## config.mk

```make
export PLATFORM = sky130hd
export DESIGN_NAME = wav_header_parser
export DESIGN_NICKNAME = d
export VERILOG_FILES = /design/src/rtl/whp_pkg.sv /design/src/rtl/whp_divider.sv /design/src/rtl/wav_header_parser.sv
export VERILOG_INCLUDE_DIRS = /design/src /design/src/rtl
export SDC_FILE = /design/constraint.sdc
export NUM_CORES = 1
export LEC_CHECK = 0
export BUFFER_PORTS_ARGS = -buffer_cell sky130_fd_sc_hd__buf_2
export CAP_MARGIN = 20
export CORE_ASPECT_RATIO = 0.8
export CORE_MARGIN = 3
export CORE_UTILIZATION = 30
export DETAILED_ROUTE_END_ITERATION = 6
export SLEW_MARGIN = 30
export SYNTH_ARGS = -nofsm -noshare
export SYNTH_HDL_FRONTEND = slang
export SYNTH_SLANG_ARGS = --single-unit
```

## constraint.sdc

```tcl
create_clock -name clk -period 4.7 [get_ports clk]
set_input_delay 0.94 -clock clk [delete_from_list [all_inputs] [get_ports clk]]
set_output_delay 0.94 -clock clk [all_outputs]
set_load 0.02 [all_outputs]
```

## src/rtl/assert_macros.svh

```systemverilog
// assert_macros.svh: concurrent assertion macros for the WAV header parser.
// Expects clk and rst_n in the scope of each use; no other dependencies.
`ifndef ASSERT_MACROS_SVH
`define ASSERT_MACROS_SVH

// same-cycle implication, skipped while in reset
`define WHP_ASSERT_NOW(lbl, ante, cons, msg) \
  lbl: assert property (@(posedge clk) disable iff (!rst_n) (ante) |-> (cons)) \
    else $error(msg);

// next-cycle implication, skipped while in reset
`define WHP_ASSERT_NEXT(lbl, ante, cons, msg) \
  lbl: assert property (@(posedge clk) disable iff (!rst_n) (ante) |=> (cons)) \
    else $error(msg);

`endif

```

## src/rtl/whp_pkg.sv

```systemverilog
// whp_pkg: types and constants shared by the WAV header parser modules.
// No dependencies.
package whp_pkg;

  localparam int WORD_W = 32;

  localparam logic [31:0] TAG_RIFF = 32'h4646_4952;
  localparam logic [31:0] TAG_FMT  = 32'h2074_6d66;
  localparam logic [31:0] TAG_DATA = 32'h6174_6164;
  localparam logic [31:0] TAG_WAVE = 32'h4556_4157;
  localparam logic [31:0] FMT_BODY_LEN = 32'd16;

  localparam logic [15:0] FMT_PCM   = 16'd1;
  localparam logic [15:0] FMT_FLOAT = 16'd3;

  localparam logic [2:0] ST_OK         = 3'd0;
  localparam logic [2:0] ST_BAD_RIFF   = 3'd1;
  localparam logic [2:0] ST_EOF        = 3'd2;
  localparam logic [2:0] ST_FMT_SMALL  = 3'd3;
  localparam logic [2:0] ST_BAD_FORMAT = 3'd4;
  localparam logic [2:0] ST_BAD_PARAMS = 3'd5;
  localparam logic [2:0] ST_NO_FRAMES  = 3'd6;

  typedef enum logic [3:0] {
    PH_IDLE,
    PH_RIFF,
    PH_FMT_HDR,
    PH_FMT_SKIP,
    PH_FMT_BODY,
    PH_FMT_EXTRA,
    PH_DATA_HDR,
    PH_DATA_SKIP,
    PH_DIVIDE
  } phase_t;

  typedef struct packed {
    logic busy;
    logic done;
  } div_stat_t;

endpackage

```

## src/rtl/whp_divider.sv

```systemverilog
// whp_divider: restoring divider, one quotient bit per cycle.
// Depends on whp_pkg (WORD_W, div_stat_t).
module whp_divider import whp_pkg::*; #(
  parameter int DIVISOR_W = 6
) (
  input  logic                 clk,
  input  logic                 rst_n,
  input  logic                 start,
  input  logic [WORD_W-1:0]    dividend,
  input  logic [DIVISOR_W-1:0] divisor,   // held stable by the caller while busy
  output div_stat_t            stat,
  output logic [WORD_W-1:0]    quotient
);

  localparam int CNT_W = $clog2(WORD_W);

  logic                 busy_r, busy_nxt;
  logic                 done_r, done_nxt;
  logic [CNT_W-1:0]     cnt_r, cnt_nxt;
  logic [DIVISOR_W-1:0] rem_r, rem_nxt;
  logic [WORD_W-1:0]    quo_r, quo_nxt;

  logic [DIVISOR_W:0] trial;
  logic [DIVISOR_W:0] diff;
  logic               ge;

  assign trial = {rem_r, quo_r[WORD_W-1]};
  assign ge    = trial >= {1'b0, divisor};
  assign diff  = trial - {1'b0, divisor};

  always_comb begin
    busy_nxt = busy_r;
    done_nxt = 1'b0;
    cnt_nxt  = cnt_r;
    rem_nxt  = rem_r;
    quo_nxt  = quo_r;
    if (start) begin
      busy_nxt = 1'b1;
      cnt_nxt  = '0;
      rem_nxt  = '0;
      quo_nxt  = dividend;
    end else if (busy_r) begin
      // shift in the next dividend bit, keep the subtraction when it fits
      rem_nxt = ge ? diff[DIVISOR_W-1:0] : trial[DIVISOR_W-1:0];
      quo_nxt = {quo_r[WORD_W-2:0], ge};
      cnt_nxt = cnt_r + 1'b1;
      if (cnt_r == CNT_W'(WORD_W - 1)) begin
        busy_nxt = 1'b0;
        done_nxt = 1'b1;
      end
    end
  end

  always_ff @(posedge clk) begin
    if (!rst_n) begin
      busy_r <= 1'b0;
      done_r <= 1'b0;
      cnt_r  <= '0;
    end else begin
      busy_r <= busy_nxt;
      done_r <= done_nxt;
      cnt_r  <= cnt_nxt;
    end
    rem_r <= rem_nxt;
    quo_r <= quo_nxt;
  end

  assign stat.busy = busy_r;
  assign stat.done = done_r;
  assign quotient  = quo_r;

endmodule

```

## src/rtl/wav_header_parser.sv

```systemverilog
// wav_header_parser: streaming RIFF/WAVE header parser, one file byte per item.
// Depends on whp_pkg, whp_divider and assert_macros.svh.
//
//   channel | direction | handshake            | payload
//   in_     | input     | in_valid / in_ready   | data_byte, first_byte, end_of_file
//   out_    | output    | out_valid / out_ready | status, format, counts, offset
//
// The last byte of a data chunk header starts the divider (frame count),
// and in_ready stays low until the divider is done and its quotient is
// loaded into the result register.
// A byte is taken while a result waits, provided out_ready frees the register.
// Reset is synchronous, active low, and leaves the parser idle.
`include "assert_macros.svh"

module wav_header_parser import whp_pkg::*; #(
  parameter int MAX_CHANNELS = 8
) (
  input  logic        clk,
  input  logic        rst_n,
  input  logic        in_valid,
  output logic        in_ready,
  input  logic [7:0]  in_data_byte,
  input  logic        in_first_byte,
  input  logic        in_end_of_file,
  output logic        out_valid,
  input  logic        out_ready,
  output logic [2:0]  out_status,
  output logic        out_is_float,
  output logic [3:0]  out_channel_count,
  output logic [31:0] out_rate_hz,
  output logic [5:0]  out_sample_bits,
  output logic [5:0]  out_frame_bytes,
  output logic [31:0] out_frame_count,
  output logic [31:0] out_samples_offset
);

  localparam int CH_W = $clog2(MAX_CHANNELS + 1);
  localparam int FB_W = $clog2(4 * MAX_CHANNELS + 1);

  phase_t      phase_r, phase_nxt;
  logic [31:0] byte_position_r, byte_position_nxt;
  logic [31:0] field_shift_r, field_shift_nxt;
  logic [4:0]  field_index_r, field_index_nxt;
  logic [31:0] skip_remaining_r, skip_remaining_nxt;
  logic [31:0] chunk_tag_r, chunk_tag_nxt;
  logic [31:0] chunk_length_r, chunk_length_nxt;
  logic [15:0] format_code_r, format_code_nxt;
  logic [15:0] channels_r, channels_nxt;
  logic [31:0] rate_r, rate_nxt;
  logic [15:0] bits_r, bits_nxt;

  logic        out_valid_r, out_valid_nxt;
  logic [2:0]  out_status_r, out_status_nxt;
  logic        out_is_float_r, out_is_float_nxt;
  logic [3:0]  out_channel_count_r, out_channel_count_nxt;
  logic [31:0] out_rate_hz_r, out_rate_hz_nxt;
  logic [5:0]  out_sample_bits_r, out_sample_bits_nxt;
  logic [5:0]  out_frame_bytes_r, out_frame_bytes_nxt;
  logic [31:0] out_frame_count_r, out_frame_count_nxt;
  logic [31:0] out_samples_offset_r, out_samples_offset_nxt;

  logic        in_fire, step;
  phase_t      cur_ph, ph_step;
  logic [4:0]  idx;
  logic [31:0] pos;
  logic [31:0] shift_new;
  logic        riff_last, hdr_last, body_last, in_field;
  logic [31:0] extra_len, skip_left;
  logic [2:0]  fmt_status;
  logic        dec_err;
  logic [2:0]  dec_code;
  logic        err_fire, go_div;
  logic [2:0]  err_code;

  logic [FB_W-1:0]   frame_bytes;
  div_stat_t         div_stat;
  logic [WORD_W-1:0] quotient;

  function automatic logic [2:0] check_format(input logic [15:0] fmt,
                                              input logic [15:0] ch,
                                              input logic [31:0] rate,
                                              input logic [15:0] bits);
    logic pcm, flt, bits_ok;
    pcm = fmt == FMT_PCM;
    flt = fmt == FMT_FLOAT;
    if (pcm) begin
      bits_ok = bits == 16'd8 || bits == 16'd16 || bits == 16'd24 || bits == 16'd32;
    end else begin
      bits_ok = bits == 16'd32;
    end
    if (!pcm && !flt) begin
      return ST_BAD_FORMAT;
    end else if (rate == '0 || ch == '0 || ch > 16'(MAX_CHANNELS) || !bits_ok) begin
      return ST_BAD_PARAMS;
    end
    return ST_OK;
  endfunction

  assign in_ready = (phase_r != PH_DIVIDE) && (!out_valid_r || out_ready);
  assign in_fire  = in_valid && in_ready;

  // step decode: where this byte leaves the parser, before end of file
  always_comb begin
    cur_ph    = in_first_byte ? PH_RIFF : phase_r;
    step      = in_fire && (cur_ph != PH_IDLE);
    idx       = in_first_byte ? '0 : field_index_r;
    pos       = in_first_byte ? '0 : byte_position_r;
    shift_new = {in_data_byte, in_first_byte ? 24'd0 : field_shift_r[31:8]};
    riff_last = idx >= 5'd11;
    hdr_last  = idx >= 5'd7;
    body_last = idx >= 5'd15;
    extra_len = chunk_length_r - FMT_BODY_LEN;
    skip_left = skip_remaining_r - 32'd1;
    fmt_status = check_format(format_code_r, channels_r, rate_r, shift_new[31:16]);
    dec_err  = 1'b0;
    dec_code = ST_OK;
    ph_step  = cur_ph;
    in_field = 1'b0;
    unique case (cur_ph)
      PH_RIFF: begin
        in_field = !riff_last;
        if (riff_last) begin
          if (chunk_tag_r != TAG_RIFF || shift_new != TAG_WAVE) begin
            dec_err  = 1'b1;
            dec_code = ST_BAD_RIFF;
            ph_step  = PH_IDLE;
          end else begin
            ph_step = PH_FMT_HDR;
          end
        end
      end
      PH_FMT_HDR: begin
        in_field = !hdr_last;
        if (hdr_last) begin
          if (chunk_tag_r == TAG_FMT) begin
            if (shift_new < FMT_BODY_LEN) begin
              dec_err  = 1'b1;
              dec_code = ST_FMT_SMALL;
              ph_step  = PH_IDLE;
            end else begin
              ph_step = PH_FMT_BODY;
            end
          end else if (shift_new != '0) begin
            ph_step = PH_FMT_SKIP;
          end
        end
      end
      PH_DATA_HDR: begin
        in_field = !hdr_last;
        if (hdr_last) begin
          if (chunk_tag_r == TAG_DATA) begin
            ph_step = PH_DIVIDE;
          end else if (shift_new != '0) begin
            ph_step = PH_DATA_SKIP;
          end
        end
      end
      PH_FMT_BODY: begin
        in_field = !body_last;
        if (body_last) begin
          if (fmt_status != ST_OK) begin
            dec_err  = 1'b1;
            dec_code = fmt_status;
            ph_step  = PH_IDLE;
          end else if (extra_len != '0) begin
            ph_step = PH_FMT_EXTRA;
          end else begin
            ph_step = PH_DATA_HDR;
          end
        end
      end
      PH_FMT_SKIP, PH_FMT_EXTRA, PH_DATA_SKIP: begin
        if (skip_left == '0) begin
          ph_step = (cur_ph == PH_FMT_SKIP) ? PH_FMT_HDR : PH_DATA_HDR;
        end
      end
      PH_IDLE, PH_DIVIDE: begin
        ph_step = cur_ph;
      end
      default: begin
        ph_step = PH_IDLE;
      end
    endcase
    go_div   = step && (ph_step == PH_DIVIDE);
    // a decided error wins over end of file; a finished header wins over both
    err_fire = step && (dec_err || (in_end_of_file && ph_step != PH_DIVIDE));
    err_code = dec_err ? dec_code : ((ph_step == PH_RIFF) ? ST_BAD_RIFF : ST_EOF);
  end

  // next state
  always_comb begin
    phase_nxt = phase_r;
    if (div_stat.done) begin
      phase_nxt = PH_IDLE;
    end else if (err_fire) begin
      phase_nxt = PH_IDLE;
    end else if (step) begin
      phase_nxt = ph_step;
    end
  end

  // field capture and byte counters
  always_comb begin
    byte_position_nxt  = byte_position_r;
    field_shift_nxt    = field_shift_r;
    field_index_nxt    = field_index_r;
    skip_remaining_nxt = skip_remaining_r;
    chunk_tag_nxt      = chunk_tag_r;
    chunk_length_nxt   = chunk_length_r;
    format_code_nxt    = format_code_r;
    channels_nxt       = channels_r;
    rate_nxt           = rate_r;
    bits_nxt           = bits_r;
    if (step) begin
      byte_position_nxt = pos + 32'd1;
      field_shift_nxt   = shift_new;
      field_index_nxt   = in_field ? idx + 5'd1 : 5'd0;
      case (cur_ph)
        PH_RIFF: begin
          if (idx == 5'd3) begin
            chunk_tag_nxt = shift_new;
          end
        end
        PH_FMT_HDR, PH_DATA_HDR: begin
          if (idx == 5'd3) begin
            chunk_tag_nxt = shift_new;
          end
          if (hdr_last) begin
            chunk_length_nxt   = shift_new;
            skip_remaining_nxt = shift_new;
          end
        end
        PH_FMT_BODY: begin
          if (idx == 5'd1) begin
            format_code_nxt = shift_new[31:16];
          end else if (idx == 5'd3) begin
            channels_nxt = shift_new[31:16];
          end else if (idx == 5'd7) begin
            rate_nxt = shift_new;
          end
          if (body_last) begin
            bits_nxt           = shift_new[31:16];
            skip_remaining_nxt = extra_len;
          end
        end
        PH_FMT_SKIP, PH_FMT_EXTRA, PH_DATA_SKIP: begin
          skip_remaining_nxt = skip_left;
        end
        default: begin
        end
      endcase
    end
  end

  // divisor: bits are 8..32 and channels within range once the format passed
  assign frame_bytes = FB_W'(bits_r[5:3]) * FB_W'(channels_r[CH_W-1:0]);

  // the data size arrives on the starting byte itself
  whp_divider #(
    .DIVISOR_W(FB_W)
  ) u_div (
    .clk      (clk),
    .rst_n    (rst_n),
    .start    (go_div),
    .dividend (chunk_length_nxt),
    .divisor  (frame_bytes),
    .stat     (div_stat),
    .quotient (quotient)
  );

  // result register
  always_comb begin
    out_valid_nxt          = out_valid_r && !out_ready;
    out_status_nxt         = out_status_r;
    out_is_float_nxt       = out_is_float_r;
    out_channel_count_nxt  = out_channel_count_r;
    out_rate_hz_nxt        = out_rate_hz_r;
    out_sample_bits_nxt    = out_sample_bits_r;
    out_frame_bytes_nxt    = out_frame_bytes_r;
    out_frame_count_nxt    = out_frame_count_r;
    out_samples_offset_nxt = out_samples_offset_r;
    if (err_fire || (div_stat.done && quotient == '0)) begin
      out_valid_nxt          = 1'b1;
      out_status_nxt         = err_fire ? err_code : ST_NO_FRAMES;
      out_is_float_nxt       = 1'b0;
      out_channel_count_nxt  = '0;
      out_rate_hz_nxt        = '0;
      out_sample_bits_nxt    = '0;
      out_frame_bytes_nxt    = '0;
      out_frame_count_nxt    = '0;
      out_samples_offset_nxt = '0;
    end else if (div_stat.done) begin
      out_valid_nxt          = 1'b1;
      out_status_nxt         = ST_OK;
      out_is_float_nxt       = format_code_r == FMT_FLOAT;
      out_channel_count_nxt  = channels_r[3:0];
      out_rate_hz_nxt        = rate_r;
      out_sample_bits_nxt    = bits_r[5:0];
      out_frame_bytes_nxt    = 6'(frame_bytes);
      out_frame_count_nxt    = quotient;
      out_samples_offset_nxt = byte_position_r;
    end
  end

  always_ff @(posedge clk) begin
    if (!rst_n) begin
      phase_r          <= PH_IDLE;
      byte_position_r  <= '0;
      field_shift_r    <= '0;
      field_index_r    <= '0;
      skip_remaining_r <= '0;
      chunk_tag_r      <= '0;
      chunk_length_r   <= '0;
      format_code_r    <= '0;
      channels_r       <= '0;
      rate_r           <= '0;
      bits_r           <= '0;
      out_valid_r      <= 1'b0;
    end else begin
      phase_r          <= phase_nxt;
      byte_position_r  <= byte_position_nxt;
      field_shift_r    <= field_shift_nxt;
      field_index_r    <= field_index_nxt;
      skip_remaining_r <= skip_remaining_nxt;
      chunk_tag_r      <= chunk_tag_nxt;
      chunk_length_r   <= chunk_length_nxt;
      format_code_r    <= format_code_nxt;
      channels_r       <= channels_nxt;
      rate_r           <= rate_nxt;
      bits_r           <= bits_nxt;
      out_valid_r      <= out_valid_nxt;
    end
    out_status_r         <= out_status_nxt;
    out_is_float_r       <= out_is_float_nxt;
    out_channel_count_r  <= out_channel_count_nxt;
    out_rate_hz_r        <= out_rate_hz_nxt;
    out_sample_bits_r    <= out_sample_bits_nxt;
    out_frame_bytes_r    <= out_frame_bytes_nxt;
    out_frame_count_r    <= out_frame_count_nxt;
    out_samples_offset_r <= out_samples_offset_nxt;
  end

  assign out_valid          = out_valid_r;
  assign out_status         = out_status_r;
  assign out_is_float       = out_is_float_r;
  assign out_channel_count  = out_channel_count_r;
  assign out_rate_hz        = out_rate_hz_r;
  assign out_sample_bits    = out_sample_bits_r;
  assign out_frame_bytes    = out_frame_bytes_r;
  assign out_frame_count    = out_frame_count_r;
  assign out_samples_offset = out_samples_offset_r;

  `WHP_ASSERT_NOW(a_done_in_divide, div_stat.done, phase_r == PH_DIVIDE, "divider done outside divide phase")
  `WHP_ASSERT_NEXT(a_start_busy, go_div, div_stat.busy && phase_r == PH_DIVIDE, "divider not started")
  `WHP_ASSERT_NOW(a_hold_in_divide, phase_r == PH_DIVIDE, !in_ready, "byte taken during divide")
  `WHP_ASSERT_NOW(a_err_zero, out_valid_r && out_status_r != ST_OK, out_channel_count_r == '0 && out_frame_count_r == '0 && out_samples_offset_r == '0, "error result carries fields")

endmodule

```

==> results of run 1 <==
[layout make-up]
class	instances	area, um^2	share of cell area, %
Multi-Input combinational cell	1533	9340	44.5
Sequential cell	393	8220	39.2
Clock buffer	65	1220	5.81
Timing Repair Buffer	171	981	4.67
Tap cell	779	975	4.64
Clock inverter	11	161	0.769
Inverter	25	98.8	0.471
[worst max-delay path: stages (launching register included)]
cell      delay, ns
dfxtp_1        0.44
nand2_1        0.12
fa_1           0.54
inv_1          0.04
ha_1           0.21
fa_1           0.53
inv_1          0.05
ha_1           0.32
a21boi_0       0.16
o21ai_0        0.25
a21boi_0       0.24
nor2_1         0.53
mux2i_1        0.29
a21oi_1        0.09
[synth_stat cells (7+ instances only)]
cell        n
a22oi_1    14
nor2_1    345
nand4b_1   10
buf_2      18
buf_6       9
nand4_1    27
a221oi_1   12
nor4_1     49
xor2_1     33
nand2b_1   14
o21ai_0   108
clkbuf_1  103
xnor2_1    33
mux2i_1   203
inv_1      25
or4_1      11
nand3_1    19
nand2_1   242
nor3_1     36
nor2b_1    31
a211oi_1   11
nor2_4     10
or3_1      14
nor4b_1     9
and3_1     10
ha_1       21
dfxtp_1   358
edfxtp_1   35
and2_1      7
a21oi_1   155
[flip-flops by register name, summed over array words and instances, names as in the netlist, 16 cells and up]
register,flops
rate_r,32
field_shift_r,24
out_rate_hz,32
chunk_length_r,32
skip_remaining_r,32
format_code_r,16
out_samples_offset,32
u_div.quotient,32
out_frame_count,32
channels_r,16
byte_position_r,32
chunk_tag_r,32
[routing by layer]
metal | share of wire, % | vias up | global-route usage [%] | wire length [um]
met5 | 0.091 | - | 0 | 52
met4 | 2.7 | 8 | 5.26 | 1530
met3 | 7.6 | 102 | 3.19 | 4360
met2 | 42 | 567 | 26.1 | 24000
met1 | 48 | 7497 | 25.7 | 27300
li1 | - | 7481 | - | -
[kinds of logic after synthesis]
logic type / after synthesis / synth area share [%]
AND/OR/NAND/NOR: 876 / 23.0
flip-flops: 393 / 45.1
AO/OA/AOI/OAI: 363 / 11.7
multiplexers: 203 / 11.1
buffers and inverters: 164 / 3.96
XOR/XNOR: 66 / 3.17
adder cells (fa/ha/maj): 25 / 1.88
[power by group]
| part | internal (W) | switching, W | leakage [nW] | total, W |
|---|---|---|---|---|
| logic | 0.0000891 | 0.000236 | 4.44 | 0.000325 |
| clock network | 0.00196 | 0.00140 | 0.661 | 0.00336 |
| registers | 0.00339 | 0.0000247 | 3.20 | 0.00342 |
[through the flow]
step / setup slack [ns] / power, W / hold slack (ns)
2_1_floorplan: 0.334 / 0.00370 / 0.445
3_3_place_gp: 0.518 / 0.00381 / 0.453
3_5_place_dp: 0.431 / 0.00381 / 0.463
4_1_cts: 0.723 / 0.00717 / 0.472
5_1_grt: 0.393 / 0.00733 / 0.499
6_report: 0.741 / 0.00710 / 0.476
[worst max path at each step]
stage                  start                  end  slack (ns)  cells past startpoint
4_1_cts            bits_r[5]       u_div.rem_r[4]        0.72                     13
3_3_place_gp   in_first_byte  out_frame_count[15]        0.52                     11
2_1_floorplan  in_first_byte    u_div.quotient[0]        0.33                     13
3_5_place_dp   in_first_byte  out_frame_count[23]        0.43                     11
5_1_grt            bits_r[5]       u_div.rem_r[4]        0.39                     13
6_report       channels_r[0]       u_div.rem_r[4]        0.74                     13
==> flow_metrics.tcl, run 1 <==
set metrics [dict create \
    status "complete, no violations" \
    maxCapViolations 0 \
    critPathArrivalTime_ns 4.37 \
    cts_max_level 2 \
    routed_wl_mm 57.3 \
    grt.total_usage_pct 17.5 \
    numCtsBuffers 43 \
    via_per_inst 5.26 \
    fin_crit_sh_pct 84.2 \
    rrSetupSlack_ns 0.74 \
    fmax_mhz 253 \
    final_nets 2206 \
    hold_depth 2 \
    avgSynthCellArea_um2 8.72 \
    postPlaceCellArea_um2 19600 \
    clkLatencyLatePin_ns 0.57 \
    port-buffer-count 131 \
    hold_path.class "reg -> reg" \
    syn_nets 2129 \
    clkSinkCount 393 \
    startpoint_type "flop" \
    setup_tns_ns 0 \
    skew_ns 0.0215 \
    dp_hpwl_mm 39.9 \
    place_inst 2901 \
    r2r_start "channels_r[0]" \
    final_cell_mix "dfxtp_1 (357), nor2_1 (345), nand2_1 (242)" \
    detail-route-antenna-nets 0 \
    synth_area_leaders "dfxtp_1 (39%), mux2i_1 (11%), nor2_1 (7.1%)" \
    clk_pin_slew_ns 0.06 \
    die_w_um 282 \
    row_count 80 \
    post_cts_buffers 0 \
    stdcell_area_um2 21000 \
    diodes 0 \
    stdcell_count 2977 \
    post_drt_wl_per_cell_um 19.3 \
    fillerInstances 6106 \
    slew_viol_final 0 \
    peakVddDrop_mv 0.221 \
    first_iter_violations 1440 \
    synth_cell_types 80 \
    netlist_area_um2 18200 \
    cp.required_ns 5.11 \
    synth-edff-count 35 \
    die_h_um 226 \
    cts-resized-gates 0 \
    period_needed_ns 3.96 \
    mostFrequentLayoutCell "dfxtp_1" \
    rsz0062_at_grt "no" \
    areaGrowthSynthToFinish_pct 15.2 \
    drtPass1Iterations 6 \
    grt_antenna_before_repair 5 \
    grt_pass1_vias 14682 \
    relSlewSlack_pct 32.5 \
    drc 0 \
    cp_max_fo 6 \
    dieArea_um2 63800 \
    hold_start "u_div.rem_r[5]" \
    grt_remaining_overflow 0 \
    hold_viol 0 \
    power_density_nw_per_um2 338 \
    endpoint_kind "flop" \
    synth_cells 2090 \
    hold_end "u_div.rem_r[5]" \
    core_area_um2 59900 \
    ys_seq_elements 393 \
    final_core_util_pct 35.1 \
    ios 132 \
    r2r_end "u_div.rem_r[4]" \
    yosysTopAreaCellShare_pct 39.3 \
    setup_viol 0 \
    clockBufferDepth 3 \
    cts_root_buf "clkbuf_16" \
    grt_max_degree 102 \
    cts_hold_buffers 0 \
    p_leak_nw 8.30 \
    yosysTopAreaCell "dfxtp_1" \
    vias 15655 \
    path_class "reg -> reg" \
    cts_tree "done" \
    grt_pass1_wl_mm 88.0 \
    seq_area_frac_synth_pct 45.1 \
    yosysWarnings 0 \
    ys.flop_type "dfxtp_1" \
    gp_congestion 0.892 \
    rr_worst_depth 13 \
    drive_above_1_share_pct 12.1 \
    synthArstFlopShare_pct 0 \
    worstMarginPinSlew_ns 1.01 \
    initial_core_util_pct 30.4 \
]
Power figures use the tool's default switching activity.
==> inputs of run 2 (changes only) <==
ABC_AREA = 1   (was not set)
clock period = 3.3 ns   (was 4.7 ns; I/O delays follow)
==> flow_metrics.tcl, run 2 <==
set metrics [dict create \
    mostFrequentLayoutCell "nand2_1" \
    first_iter_violations 1620 \
    die_w_um 291 \
    synth-edff-count 35 \
    peakVddDrop_mv 0.480 \
    synth_area_leaders "dfxtp_1 (37%), nand2_1 (10%), o21ai_0 (9.4%)" \
    synth_commonest_cells "nand2_1 (530), o21ai_0 (364), nor2_1 (361), dfxtp_1 (358), inv_1 (351)" \
    cts_tree "done" \
    numCtsBuffers 43 \
    areaGrowthSynthToFinish_pct 17.6 \
    core_area_um2 63400 \
    post_drt_wl_per_cell_um 16.4 \
    slew_viol_final 0 \
    syn_nets 2784 \
    port-buffer-count 131 \
    yosysWarnings 0 \
    yosysTopAreaCellShare_pct 36.8 \
    hold_path.class "in -> reg" \
    clockBufferDepth 3 \
    ys_seq_elements 393 \
    drc 0 \
    worstMarginPinSlew_ns 1.03 \
    ys.flop_type "dfxtp_1" \
    status "complete, no violations" \
    drtPass1Iterations 5 \
    die_h_um 234 \
    maxCapViolations 0 \
    p_leak_nw 9.64 \
    seqCellArea_um2 8230 \
    dieArea_um2 68000 \
    cts_root_buf "clkbuf_16" \
    critPathArrivalTime_ns 3.66 \
    rsz0062_at_grt "no" \
    skew_ns 0.0212 \
    grt_pass1_vias 16868 \
    vias 18212 \
    fin_crit_sh_pct 95.7 \
    avgSynthCellArea_um2 7.09 \
    hold_viol 0 \
    synth_cells 2745 \
    via_per_inst 4.84 \
    postPlaceCellArea_um2 21300 \
    stdcell_area_um2 22900 \
    seq_area_frac_synth_pct 42.2 \
    clkLatencyLatePin_ns 0.59 \
    grt_remaining_overflow 0 \
    yosysTopAreaCell "dfxtp_1" \
    setup_viol 0 \
    power_density_nw_per_um2 450 \
    routed_wl_mm 61.7 \
    fillerInstances 6753 \
    cp.required_ns 3.81 \
    synth_cell_types 56 \
    grt_pass1_wl_mm 97.1 \
    grt.total_usage_pct 17.8 \
    clkSinkCount 393 \
    dp_hpwl_mm 45.6 \
    grt_max_degree 220 \
    yosysMostFrequentCell "nand2_1" \
    clk_pin_slew_ns 0.06 \
    final_nets 2922 \
    gp_congestion 0.965 \
    initial_core_util_pct 30.7 \
    power.total_w 0.0103 \
    relSlewSlack_pct 31.5 \
    startpoint_type "flop" \
    final_cell_mix "nand2_1 (524), o21ai_0 (363), nor2_1 (358)" \
    endpoint_kind "flop" \
    path_class "reg -> reg" \
    netlist_area_um2 19500 \
    detail-route-antenna-nets 0 \
    cp_max_fo 8 \
    drive_above_1_share_pct 13.8 \
    multiInputGateArea_um2 9350 \
    ios 132 \
    grt_antenna_before_repair 5 \
    fmax_mhz 317 \
    row_count 82 \
    synthArstFlopShare_pct 0 \
    cts_max_level 2 \
    period_needed_ns 3.16 \
    setup_tns_ns 0 \
    cts_hold_buffers 0 \
]
==> run 2: cell count changes after synthesis, moves of 27 or more <==
| cell | previous run | this run |
|---|---|---|
| nand3_1 | 19 | 85 |
| nand4_1 | 27 | 54 |
| inv_1 | 25 | 351 |
| a21oi_1 | 155 | 212 |
| o21ai_0 | 108 | 364 |
| nor2b_1 | 31 | 0 |
| nor4_1 | 49 | 22 |
| nand2_1 | 242 | 530 |
| mux2i_1 | 203 | 0 |
| nor2_4 | 10 | 46 |
==> run 2: area by class of cell <==
cell class,count,share of cell area [%]
multi-input cells,1864,40.8
clock buffers,66,5.51
repair buffers,219,6.42
well taps,840,4.59
flip-flops and latches,393,36.0
inverters,362,5.95
diodes,3,0.0328
clock inverters,13,0.705
==> run 2: power breakdown <==
part	internal, W	total, W	switching (W)	leakage, nW
Combinational	0.000164	0.000538	0.000374	5.73
Sequential	0.00485	0.00488	0.0000309	3.21
Clock	0.00281	0.00488	0.00207	0.696
==> run 2: critical path: stages, from the launching register on <==
cell and delay [ns]:
dfxtp_4 0.38, nand2_4 0.05, fa_1 0.54, inv_2 0.05
ha_4 0.16, fa_2 0.40, xnor2_2 0.16, ha_1 0.32
nand2_2 0.07, nor2_2 0.04, a311oi_2 0.37, o21ai_4 0.15
a21oi_1 0.15, o21ai_0 0.10, o22ai_1 0.15
==> run 2: what timing repair did <==
| item | CTS | global route |
|---|---|---|
| gates resized for setup | 2 | 30 |
| pin swaps | 0 | 20 |
| endpoints found under the setup margin | 5 | 7 |
| hold endpoints to repair | 0 | 0 |
| setup buffers | 0 | 3 |
==> run 2: kinds of logic (layout without fill, tap and decap cells) <==
family                   after synthesis  count (layout)  share of synthesized area (%)
AND/OR/NAND/NOR                     1171            1171                           27.1
AO/OA/AOI/OAI                        645             645                           17.4
buffers and inverters                488             660                           10.5
flip-flops                           393             393                           42.2
adder cells (fa/ha/maj)               25              25                           1.76
XOR/XNOR                              23              23                           1.04
other                                  0               3                              0
==> run 2: metal layers <==
layer / up-vias / wire length [um] / global-route usage (%)
li1: 9232 / - / -
met5: - / 23 / 0
met2: 542 / 26500 / 27.8
met3: 71 / 4940 / 3.68
met4: 4 / 1050 / 3.93
met1: 8363 / 29200 / 25.3
==> run 2: stage by stage <==
stage | worst slack (ns) | hold WS, ns | instances | util (%)
final | 0.143 | 0.432 | 3760 | 36.1
after global routing | 0.00221 | 0.413 | 3757 | 36.1
after CTS | 0.0656 | 0.397 | 3755 | 35.9
after global placement | 0.00282 | 0.444 | 3676 | 33.6
after detailed placement | -0.0262 | 0.447 | 3676 | 33.6
after floorplan | 0.0158 | 0.426 | 2745 | -
==> run 2: worst paths after layout <==
path	from	endpoint	slack, ns	cells past startpoint
worst max-delay path	channels_r[1]	u_div.rem_r[0]	0.14	14
worst min-delay path	in_data_byte[0]	channels_r[8]	0.43	3
worst max register to register	channels_r[1]	u_div.rem_r[0]	0.14	14
worst min register to register	channels_r[5]	channels_r[5]	0.46	2
==> inputs of run 3 (changes only) <==
ABC_AREA = not set   (was 1)
==> flow_metrics.tcl, run 3 (synthesis gave the netlist of run 1 again) <==
set metrics [dict create \
    status "complete, no violations" \
    areaGrowthSynthToFinish_pct 19.9 \
    final_nets 2282 \
    dp_hpwl_mm 41.7 \
    worstMarginPinSlew_ns 0.940 \
    fin_crit_sh_pct 96.9 \
    cts_tree "done" \
    clkSinkCount 393 \
    dieArea_um2 63800 \
    endpoint_kind "flop" \
    grt_remaining_overflow 0 \
    cts_max_level 2 \
    relSlewSlack_pct 37.3 \
    die_h_um 226 \
    gp_congestion 0.908 \
    fmax_mhz 313 \
    path_class "reg -> reg" \
    max_stage_delay_ns 0.44 \
    initial_core_util_pct 30.4 \
    grt.total_usage_pct 17.9 \
    hold_ws_ns 0.451 \
    path_common_cell "nand4_1" \
    routed_wl_mm 58.3 \
    drtPass1Iterations 6 \
    slew_viol_final 0 \
    clockBufferDepth 3 \
    via_per_inst 5.22 \
    drive_above_1_share_pct 16.1 \
    maxCapViolations 0 \
    setup_viol 0 \
    hold_viol 0 \
    port-buffer-count 131 \
    vias 15942 \
    final_cell_mix "dfxtp_1 (352), nor2_1 (345), nand2_1 (241)" \
    first_iter_violations 1406 \
    grt_pass1_vias 14809 \
    stdcell_area_um2 21800 \
    detail-route-antenna-nets 0 \
    core_area_um2 59900 \
    startpoint_type "flop" \
    ios 132 \
    skew_ns 0.0267 \
    grt_antenna_before_repair 7 \
    critPathArrivalTime_ns 3.68 \
    postPlaceCellArea_um2 20300 \
    grt_pass1_wl_mm 89.5 \
    post_drt_wl_per_cell_um 19.1 \
    power_density_nw_per_um2 476 \
    crit_path_top_delay_cell "nor4b_4" \
    peakVddDrop_mv 0.363 \
    path_cells "inv_1 > ha_1 > nor4b_2 > buf_4 > nor4b_4 > xnor2_1 > nand4_1 > nor4_1 > nand4_1 > or2_0 > a211oi_1" \
    drc 0 \
    p_leak_nw 8.79 \
    row_count 80 \
    cp.required_ns 3.78 \
    power.total_w 0.0104 \
    period_needed_ns 3.20 \
    cts_root_buf "clkbuf_16" \
    numCtsBuffers 43 \
    clkLatencyLatePin_ns 0.58 \
    mostFrequentLayoutCell "dfxtp_1" \
    cp_max_fo 7 \
    clk_pin_slew_ns 0.06 \
    die_w_um 282 \
    grt_max_degree 109 \
    cts_hold_buffers 0 \
    hold_path.class "in -> reg" \
    fillerInstances 6096 \
]
==> run 3: where the power goes <==
| group | leakage [nW] | switching, W | internal, W |
|---|---|---|---|
| clock | 0.721 | 0.00204 | 0.00298 |
| combinational | 4.86 | 0.000349 | 0.000171 |
| sequential | 3.20 | 0.0000389 | 0.00483 |
==> run 3: area by class of cell <==
type	instances	area (um^2)	share of cell area [%]
timing repair buffer	247	1680	7.69
multi-input combinational	1533	9400	43.0
clock buffer	61	1260	5.75
tap	779	975	4.46
clock inverter	17	211	0.968
inverter	25	98.8	0.452
sequential	393	8230	37.7
antenna	1	2.50	0.0115
==> run 3: worst paths after layout <==
kind | startpoint | endpoint | slack (ns) | cells past startpoint
worst max register to register | skip_remaining_r[0] | phase_r[1] | 0.10 | 11
worst min register to register | field_shift_r[23] | field_shift_r[23] | 0.47 | 2
worst max-delay path | skip_remaining_r[0] | phase_r[1] | 0.10 | 11
worst min-delay path | in_data_byte[6] | field_shift_r[30] | 0.45 | 3
==> run 3: per-layer routing <==
layer	global-route usage [%]	vias to the layer above	part of all wire, %
met5	0	-	0.12
met4	5.04	12	2.3
met3	3.87	86	7.8
met2	26.8	540	42
met1	25.8	7692	47
li1	-	7612	-
==> run 3: worst max-delay path, delay by kind of cell (launching register included) <==
kind	cells	cell delay, ns
xor+xnor	1	0.17
simple gates	6	1.83
fa+ha+maj	1	0.21
buf+inv	2	0.28
compound gates	1	0.22
flops	1	0.38
==> run 3: stage by stage <==
step / utilization, % / cells / worst slack (ns) / setup TNS, ns
floorplan: - / 2090 / 0.0127 / 0
global placement: 34.0 / 2975 / -0.0463 / -2.93
detailed placement: 34.0 / 2975 / -0.144 / -12.89
CTS: 36.4 / 3053 / 0.00893 / 0
global route: 36.5 / 3055 / -0.0327 / -0.105
finish: 36.5 / 3056 / 0.101 / 0
==> run 3: what timing repair did <==
action	CTS	global route
buffers inserted	0	2
endpoints found under the setup margin	0	8
resized for setup	0	21
